### src/rtl/assert_macros.svh
// Assertion helpers included by the gate's top-level RTL file.
`ifndef ASSERT_MACROS_SVH
`define ASSERT_MACROS_SVH

// Check a property on every rising edge outside reset.
`define EFG_ASSERT(lbl, clk, rstn, prop) \
    lbl: assert property (@(posedge clk) disable iff (!rstn) prop) \
        else $error("assertion failed: lbl");

// Check a property on every rising edge, reset included.
`define EFG_ASSERT_ALWAYS(lbl, clk, prop) \
    lbl: assert property (@(posedge clk) prop) \
        else $error("assertion failed: lbl");

`endif

### src/rtl/efg_pkg.sv
`timescale 1ns / 1ps
// ----------------------------------------------------------------------------
// efg_pkg
// Types and constants of the extent fencing token gate.
// ----------------------------------------------------------------------------
package efg_pkg;

    localparam int TABLE_ENTRIES = 64;
    localparam int MAX_SCOPE     = 16;

    localparam int POS_W   = (TABLE_ENTRIES > 1) ? $clog2(TABLE_ENTRIES) : 1;
    localparam int AVAIL_W = $clog2(TABLE_ENTRIES + 1);
    localparam int CNT_W   = $clog2(MAX_SCOPE + 2);
    localparam int SIDX_W  = (MAX_SCOPE > 1) ? $clog2(MAX_SCOPE) : 1;
    localparam int CMP_W   = (AVAIL_W > CNT_W) ? AVAIL_W : CNT_W;

    typedef enum logic [2:0] {
        ST_OK       = 3'd0,
        ST_FENCED   = 3'd1,
        ST_CONFLICT = 3'd2,
        ST_NO_TOKEN = 3'd3,
        ST_NO_INC   = 3'd4,
        ST_TOO_BIG  = 3'd5,
        ST_FULL     = 3'd6
    } t_status;

    typedef enum logic [2:0] {
        S_IDLE,
        S_EVAL,
        S_CHECK,
        S_DECIDE,
        S_UPDATE,
        S_QUERY
    } t_state;

    typedef struct packed {
        logic        valid;
        logic [31:0] key;
        logic [63:0] token;
        logic [63:0] incarnation;
    } t_entry;

    typedef struct packed {
        logic busy;
        logic shift;
        logic pass_end;
    } t_ctrl;

endpackage

### src/rtl/efg_scope.sv
`timescale 1ns / 1ps
// ----------------------------------------------------------------------------
// efg_scope
// Key buffer of the open admit scope with duplicate and head-match compare.
// ----------------------------------------------------------------------------
module efg_scope (
    input  logic                         i_clk,
    input  logic                         i_wr_en,
    input  logic [efg_pkg::SIDX_W-1:0]   i_wr_idx,
    input  logic [31:0]                  i_wr_key,
    input  logic [efg_pkg::CNT_W-1:0]    i_held,
    input  logic [31:0]                  i_probe_key,
    output logic                         o_dup,
    input  logic [31:0]                  i_head_key,
    output logic [efg_pkg::MAX_SCOPE-1:0] o_match,
    input  logic [efg_pkg::SIDX_W-1:0]   i_rd_idx,
    output logic [31:0]                  o_rd_key
);

    logic [31:0] r_keys [efg_pkg::MAX_SCOPE];
    logic [efg_pkg::MAX_SCOPE-1:0] dup_vec;

    always_ff @(posedge i_clk) begin
        if (i_wr_en) begin
            r_keys[i_wr_idx] <= i_wr_key;
        end
    end

    always_comb begin
        for (int n = 0; n < efg_pkg::MAX_SCOPE; n++) begin
            dup_vec[n] = (efg_pkg::CNT_W'(n) < i_held) && (r_keys[n] == i_probe_key);
            o_match[n] = (efg_pkg::CNT_W'(n) < i_held) && (r_keys[n] == i_head_key);
        end
    end

    assign o_dup    = |dup_vec;
    assign o_rd_key = r_keys[i_rd_idx];

endmodule

### config.mk
export PLATFORM = sky130hd
export DESIGN_NAME = efg_scope
export DESIGN_NICKNAME = d
export VERILOG_FILES = /design/src/rtl/assert_macros.svh /design/src/rtl/efg_pkg.sv /design/src/rtl/efg_scope.sv
export SDC_FILE = /design/constraint.sdc
export NUM_CORES = 1
export LEC_CHECK = 0
export BUFFER_PORTS_ARGS = -buffer_cell sky130_fd_sc_hd__buf_2
export CAP_MARGIN = 20
export CORE_MARGIN = 1.5
export CORE_UTILIZATION = 50
export DETAILED_ROUTE_END_ITERATION = 10
export PLACE_DENSITY = 0.67
export SYNTH_ARGS = -nofsm -noshare
export SYNTH_HDL_FRONTEND = slang
export SYNTH_SLANG_ARGS = --single-unit
### constraint.sdc
create_clock -name i_clk -period 5.2 [get_ports i_clk]
set_clock_uncertainty 0.1 [all_clocks]
set_input_delay 1.56 -clock i_clk [delete_from_list [all_inputs] [get_ports i_clk]]
set_output_delay 1.56 -clock i_clk [all_outputs]
set_load 0.005 [all_outputs]
==> flow_metrics.py, run 1 <==
metrics = {
    "logic_synthesis": {
        "synth_cells": 2267,
        "synthAdderAreaFrac_pct": 0,
        "synth-compound-area-share_pct": 0.273,
        "synth.top_cell.area_share_pct": 49.3,
        "synth_cell_types": 32,
        "synth_xor_area_share_pct": 28.8,
        "synth_seq_area_share_pct": 49.3,
        "synth_ff_type": "edfxtp_1",
        "yosysWarnings": 0,
        "synth_edf_count": 512,
        "async_flop_share_pct": 0,
        "synth_area_sq_um": 31200,
        "synthTopCellsByArea": "edfxtp_1 (49%), xor2_1 (19%), mux4_2 (12%)",
        "synth_top_family_by_area": "XOR/XNOR gates",
        "synth_mux_area_share_pct": 11.6,
        "ys_ff_latch": 512,
        "synth_top_cell_by_area": "edfxtp_1",
        "yosys.area_share.simple_pct": 7.56,
        "syn-num-nets": 2378,
        "syn-mean-instance-area_sq_um": 13.8,
    },
    "layout": {
        "finalNonFillerCells": 3700,
        "utilization_pct": 64.8,
        "nets": 2926,
        "area_growth_pct": 28.2,
        "top_regs": "r_keys (512)",
        "regMostFlops": "r_keys",
        "final_cell_mix": "xor2_1 (653), edfxtp_1 (512), buf_4 (433)",
        "drive_gt1_share_pct": 36.5,
        "largest_reg_flops": 512,
        "mostFrequentLayoutCell": "xor2_1",
    },
    "worst_setup_path": {
        "worstPathArrival_ns": 3.88,
        "worstSetupEndpointType": "output port",
        "crit_chain": "buf_4, buf_4, xor2_2, nor4_1, nand4_1, nor3_2, buf_4, nor4_2, nand4_1, buf_2",
        "crit_fanout": 5,
        "critPathMaxStageDelay_ns": 0.61,
        "cpMostUsedCell": "buf_4",
        "slowest_stage": "xor2_2",
        "worst-setup-path-type": "input port to output port",
        "cp.required_ns": 3.54,
        "cp-start-kind": "input port",
    },
    "route": {
        "vias_per_cell": 6.89,
        "ant_nets": 0,
        "first_pass_iters": 5,
        "drc": 0,
        "drt_wl_total_mm": 165,
        "wl_met2_mm": 71.3,
        "vias": 25494,
        "wl_met1_mm": 52.2,
        "drt-initial-drc-count": 4430,
        "dr_wl_met3_mm": 20.1,
        "highest_layer": "met5",
        "wl_per_cell_microns": 44.6,
    },
    "sta": {
        "final_hold_viol_count": 0,
        "finalWorstSetupSlack_ns": -0.343,
        "max-slew-margin-rel_pct": 15.7,
        "fin_tns_setup_ns": -0.472,
        "worst_pin_slew_ns": 1.26,
        "hold_slack_ns": 1.23,
        "finalCritPeriodShare_pct": 107,
        "rsz0062_at_grt": "true",
        "fmax_mhz": 180,
        "setup_violations": 4,
        "drv_slew": 0,
        "fin_crit_ns": 5.54,
    },
    "grt": {
        "grt_max_degree": 35,
        "grt_pass1_vias": 24795,
        "grt_usage_pct": 51.9,
        "grt_pass1_wl_mm": 216,
        "grt_antenna_before_repair": 11,
        "overflow": 0,
    },
    "clocking": {
        "cts_tree": "done",
        "clkSlewWorstSetupHoldPaths_ns": 0.06,
        "hold_buffers": 0,
        "ctsRootBufferMaster": "clkbuf_16",
        "cts.sinks": 512,
        "htree_levels": 2,
        "cts_buffer_depth": 3,
        "cts_buffers": 57,
    },
    "power": {
        "swShare_pct": 29.4,
        "p_leak_nw": 14.1,
        "power_frac_seq_pct": 43.6,
        "irDropWorstVdd_mv": 0.260,
        "p_sw_mw": 3.20,
        "power_frac_comb_pct": 19.4,
        "internal-power_mw": 7.69,
        "clockPowerShare_pct": 37.0,
        "power_density_nw_per_um2": 273,
        "finalPower_mw": 10.9,
    },
    "floorplan": {
        "coreArea_sq_um": 61700,
        "design.die.area_sq_um": 63900,
        "die_h_microns": 253,
        "num_rows": 91,
        "io_pins": 160,
        "initial_core_util_pct": 50.5,
        "fp.dieW_microns": 253,
    },
    "outcome": {
        "violations": "setup timing",
        "status": "complete, but fails checks",
    },
    "placement": {
        "place.gp.congestion": 1.18,
        "placed_cells": 3565,
        "dpl.hpwl_mm": 129,
        "io_buffer_count": 159,
    },
    "job": {
        "cap_violations": 0,
    },
    "hold_path": {
        "hp-class": "input port to register",
    },
}
[worst paths after layout]
path                         to  slack [ns]       startpoint  cells after the start
setup / recovery          o_dup       -0.34  i_probe_key[29]                     10
hold / removal    r_keys[3][11]        1.23     i_wr_key[11]                      1
[routing by layer]
| layer | global-route usage [%] | vias to the layer above |
|---|---|---|
| li1 | - | 9508 |
| met1 | 59.1 | 12667 |
| met2 | 77.0 | 2557 |
| met3 | 14.6 | 758 |
| met4 | 52.4 | 4 |
| met5 | 0.0772 | - |
[power by group through the flow]
stage	sequential (mW)	clock, mW	combinational (mW)
final	4.75	4.03	2.12
after global routing	4.75	4.14	2.11
after CTS	4.73	3.99	1.92
after detailed placement	4.82	0	1.89
after global placement	4.82	0	1.88
after floorplan	4.78	0	0.827
[what timing repair did]
item,in CTS,in global routing
setup buffers,0,26
gates cloned,0,1
setup endpoints to repair,9,12
gates resized for setup,65,149
pin swaps,17,47
[synthesized netlist by cell type (all sizes together) (3+ instances only)]
| library cell | number |
|---|---|
| a21oi | 4 |
| nand3 | 28 |
| nand4 | 110 |
| nor4 | 201 |
| or4 | 4 |
| xnor2 | 333 |
| xor2 | 691 |
| nand2b | 3 |
| mux4 | 160 |
| edfxtp | 512 |
| clkbuf | 66 |
| nor2 | 16 |
| nor3 | 17 |
| buf | 102 |
| a31oi | 3 |
[stage by stage]
step | setup WS [ns] | cell area, sq um
floorplan | 0.360 | 31200
global placement | -0.678 | 36500
detailed placement | -0.567 | 36600
CTS | -0.0937 | 38800
global route | -0.288 | 40000
finish | -0.343 | 40000
[critical path, delay by kind of cell]
| family | cells | cell delay (ns) |
|---|---|---|
| buffers and inverters | 4 | 0.77 |
| xor gates and xnor gates | 1 | 0.61 |
| and+or+nand+nor | 5 | 0.92 |
[kinds of logic (layout without fill, tap and decap cells)]
logic type / count (synthesis) / after routing
XOR/XNOR: 1024 / 1024
buffers and inverters: 168 / 759
AO/OA/AOI/OAI: 13 / 13
other: 0 / 5
AND/OR/NAND/NOR: 390 / 390
multiplexers: 160 / 160
flip-flops: 512 / 512
[layout make-up]
type | instances | area (sq um)
Clock inverter | 35 | 307
Fill cell | 4714 | 21700
Multi-Input combinational cell | 1587 | 16300
Clock buffer | 67 | 1460
Antenna cell | 5 | 12.5
Timing Repair Buffer | 657 | 5460
Tap cell | 837 | 1050
Sequential cell | 512 | 15400
(Power assumes the default switching activity.)
==> inputs of run 2 (changes only) <==
--- a/config.mk
+++ b/config.mk
@@ -5,12 +5,11 @@
 export SDC_FILE = /design/constraint.sdc
 export NUM_CORES = 1
 export LEC_CHECK = 0
-export BUFFER_PORTS_ARGS = -buffer_cell sky130_fd_sc_hd__buf_2
 export CAP_MARGIN = 20
 export CORE_MARGIN = 1.5
 export CORE_UTILIZATION = 50
 export DETAILED_ROUTE_END_ITERATION = 10
-export PLACE_DENSITY = 0.67
+export DONT_BUFFER_PORTS = 1
 export SYNTH_ARGS = -nofsm -noshare
 export SYNTH_HDL_FRONTEND = slang
 export SYNTH_SLANG_ARGS = --single-unit
==> run 2 against run 1 <==
- the flow still finishes with violations (setup timing)
- hold slack worse by 0.34 ns
- count of clock-buffer cells in the layout decreased by 5
- sequential power is essentially flat
- sequential share of layout area up 6.4 points
- flip-flop and latch count is the same
- utilization shrank 9.3 points
- cell area down 14%
- combinational power is 49% lower
- critical path type unchanged
- largest power group unchanged
==> flow_metrics.py, run 2 (synthesis gave the netlist of run 1 again) <==
metrics = {
    "power": {
        "irDropWorstVdd_mv": 0.256,
        "p_leak_nw": 11.0,
        "power_density_nw_per_um2": 290,
    },
    "route": {
        "drc": 0,
        "drt_wl_total_mm": 157,
        "vias": 22760,
        "drt-initial-drc-count": 3724,
        "vias_per_cell": 7.23,
        "wl_per_cell_microns": 49.7,
        "ant_nets": 0,
        "first_pass_iters": 8,
    },
    "clocking": {
        "cts.sinks": 512,
        "clkSlewWorstSetupHoldPaths_ns": 0.07,
        "cts_tree": "done",
        "htree_levels": 2,
        "post_cts.repair.setup_buffers": 0,
        "cts_buffers": 55,
        "cts_buffer_depth": 3,
        "ctsRootBufferMaster": "clkbuf_16",
    },
    "worst_setup_path": {
        "crit_fanout": 11,
        "cp.required_ns": 3.54,
        "path_delay_family": "simple AND/OR/NAND/NOR gates",
        "worstPathArrival_ns": 3.73,
        "worstSetupEndpointType": "output port",
        "slowest_stage": "nor4_2",
        "crit_chain": "or2_2, a21oi_1, nor4_2, nor4_2, nand4_1",
        "cpMostUsedCell": "nor4_2",
        "cp-start-kind": "input port",
        "critPathMaxStageDelay_ns": 0.72,
        "worst-setup-path-type": "input port to output port",
        "path_buf_inv": 0,
    },
    "layout": {
        "nets": 2377,
        "fill_cells": 5017,
        "regMostFlops": "r_keys",
        "mostFrequentLayoutCell": "xor2_1",
        "largest_reg_flops": 512,
        "final_cell_mix": "xor2_1 (689), edfxtp_1 (512), xnor2_1 (330)",
        "top_regs": "r_keys (512)",
        "n_antenna_cell": 0,
        "drive_gt1_share_pct": 16.6,
        "area_growth_pct": 9.91,
    },
    "grt": {
        "grt_usage_pct": 49.3,
        "grt_pass1_wl_mm": 205,
        "grt_max_degree": 129,
        "grt_pass1_vias": 22513,
        "overflow": 0,
        "grt_antenna_before_repair": 7,
    },
    "sta": {
        "fin_crit_ns": 5.39,
        "finalWorstSetupSlack_ns": -0.190,
        "rsz0062_at_grt": "false",
        "drv_slew": 0,
        "worst_pin_slew_ns": 1.09,
        "final_hold_viol_count": 0,
        "finalCritPeriodShare_pct": 104,
        "fmax_mhz": 186,
        "setup_violations": 1,
        "max-slew-margin-rel_pct": 27.3,
        "hold_slack_ns": 0.894,
    },
    "hold_path": {
        "hp-class": "input port to register",
    },
    "floorplan": {
        "fp.dieW_microns": 253,
        "num_rows": 91,
        "initial_core_util_pct": 50.5,
        "coreArea_sq_um": 61700,
        "die_h_microns": 253,
        "design.die.area_sq_um": 63900,
        "io_pins": 160,
    },
    "outcome": {
        "status": "complete, but fails checks",
        "violations": "setup timing",
    },
    "placement": {
        "post-place-ws_ns": -0.257,
        "dpl.hpwl_mm": 116,
        "io_buffer_count": 0,
        "place.gp.congestion": 1.09,
    },
    "job": {
        "cap_violations": 0,
    },
}
[run 2: cell count changes in the layout (fill, tap and decap cells not counted), sizes merged]
cell      previous run  this run
clkinvlp             4         6
inv                  0         5
bufinv               5         7
diode                5         0
clkbuf              77        62
buf                647       110
clkinv              26        23
[run 2: per-stage QoR]
stage | power, mW | area (sq um) | instances | TNS (ns) | util (%)
2_1_floorplan | 5.61 | 31200 | 2267 | 0 | -
3_3_place_gp | 5.86 | 32400 | 3044 | -0.456 | 52.5
3_5_place_dp | 5.86 | 32400 | 3044 | -0.257 | 52.5
4_1_cts | 9.87 | 34200 | 3147 | 0 | 55.5
5_1_grt | 10.1 | 34300 | 3149 | 0 | 55.5
6_report | 9.94 | 34300 | 3149 | -0.190 | 55.5
[run 2: routing by layer]
| metal | routed length [microns] | track usage (%) | vias to the layer above |
|---|---|---|---|
| met5 | 46 | 0 | - |
| met4 | 18700 | 45.2 | 6 |
| met3 | 16700 | 12.7 | 693 |
| met2 | 71900 | 78.3 | 2180 |
| met1 | 49300 | 54.3 | 11463 |
| li1 | - | - | 8418 |
[run 2: path summary, 6_finish.rpt]
kind                  slack, ns        start  cells after the start             to
worst max-delay path      -0.19    i_held[4]                      5          o_dup
worst min-delay path       0.89  i_wr_key[8]                      0  r_keys[12][8]
[run 2: what timing repair did]
action                     CTS  global route
pin swaps                    0             1
gates resized for setup      3             4
hold buffers                 0             0
cloned                       0             0
setup endpoints to repair    2             2
[run 2: power by group]
| part | leakage (nW) | internal (mW) | switching [mW] |
|---|---|---|---|
| registers | 4.63 | 4.63 | 0.116 |
| logic | 5.51 | 0.479 | 0.612 |
| clock network | 0.874 | 2.30 | 1.80 |
| total | 11.0 | 7.41 | 2.52 |
[run 2: cell type report]
class / count / area, sq um / area share [%]
Clock buffer: 62 / 1400 / 4.09
Timing Repair Buffer: 110 / 823 / 2.40
Clock inverter: 41 / 419 / 1.22
Tap cell: 837 / 1050 / 3.06
Multi-Input combinational cell: 1587 / 15200 / 44.3
Sequential cell: 512 / 15400 / 44.9
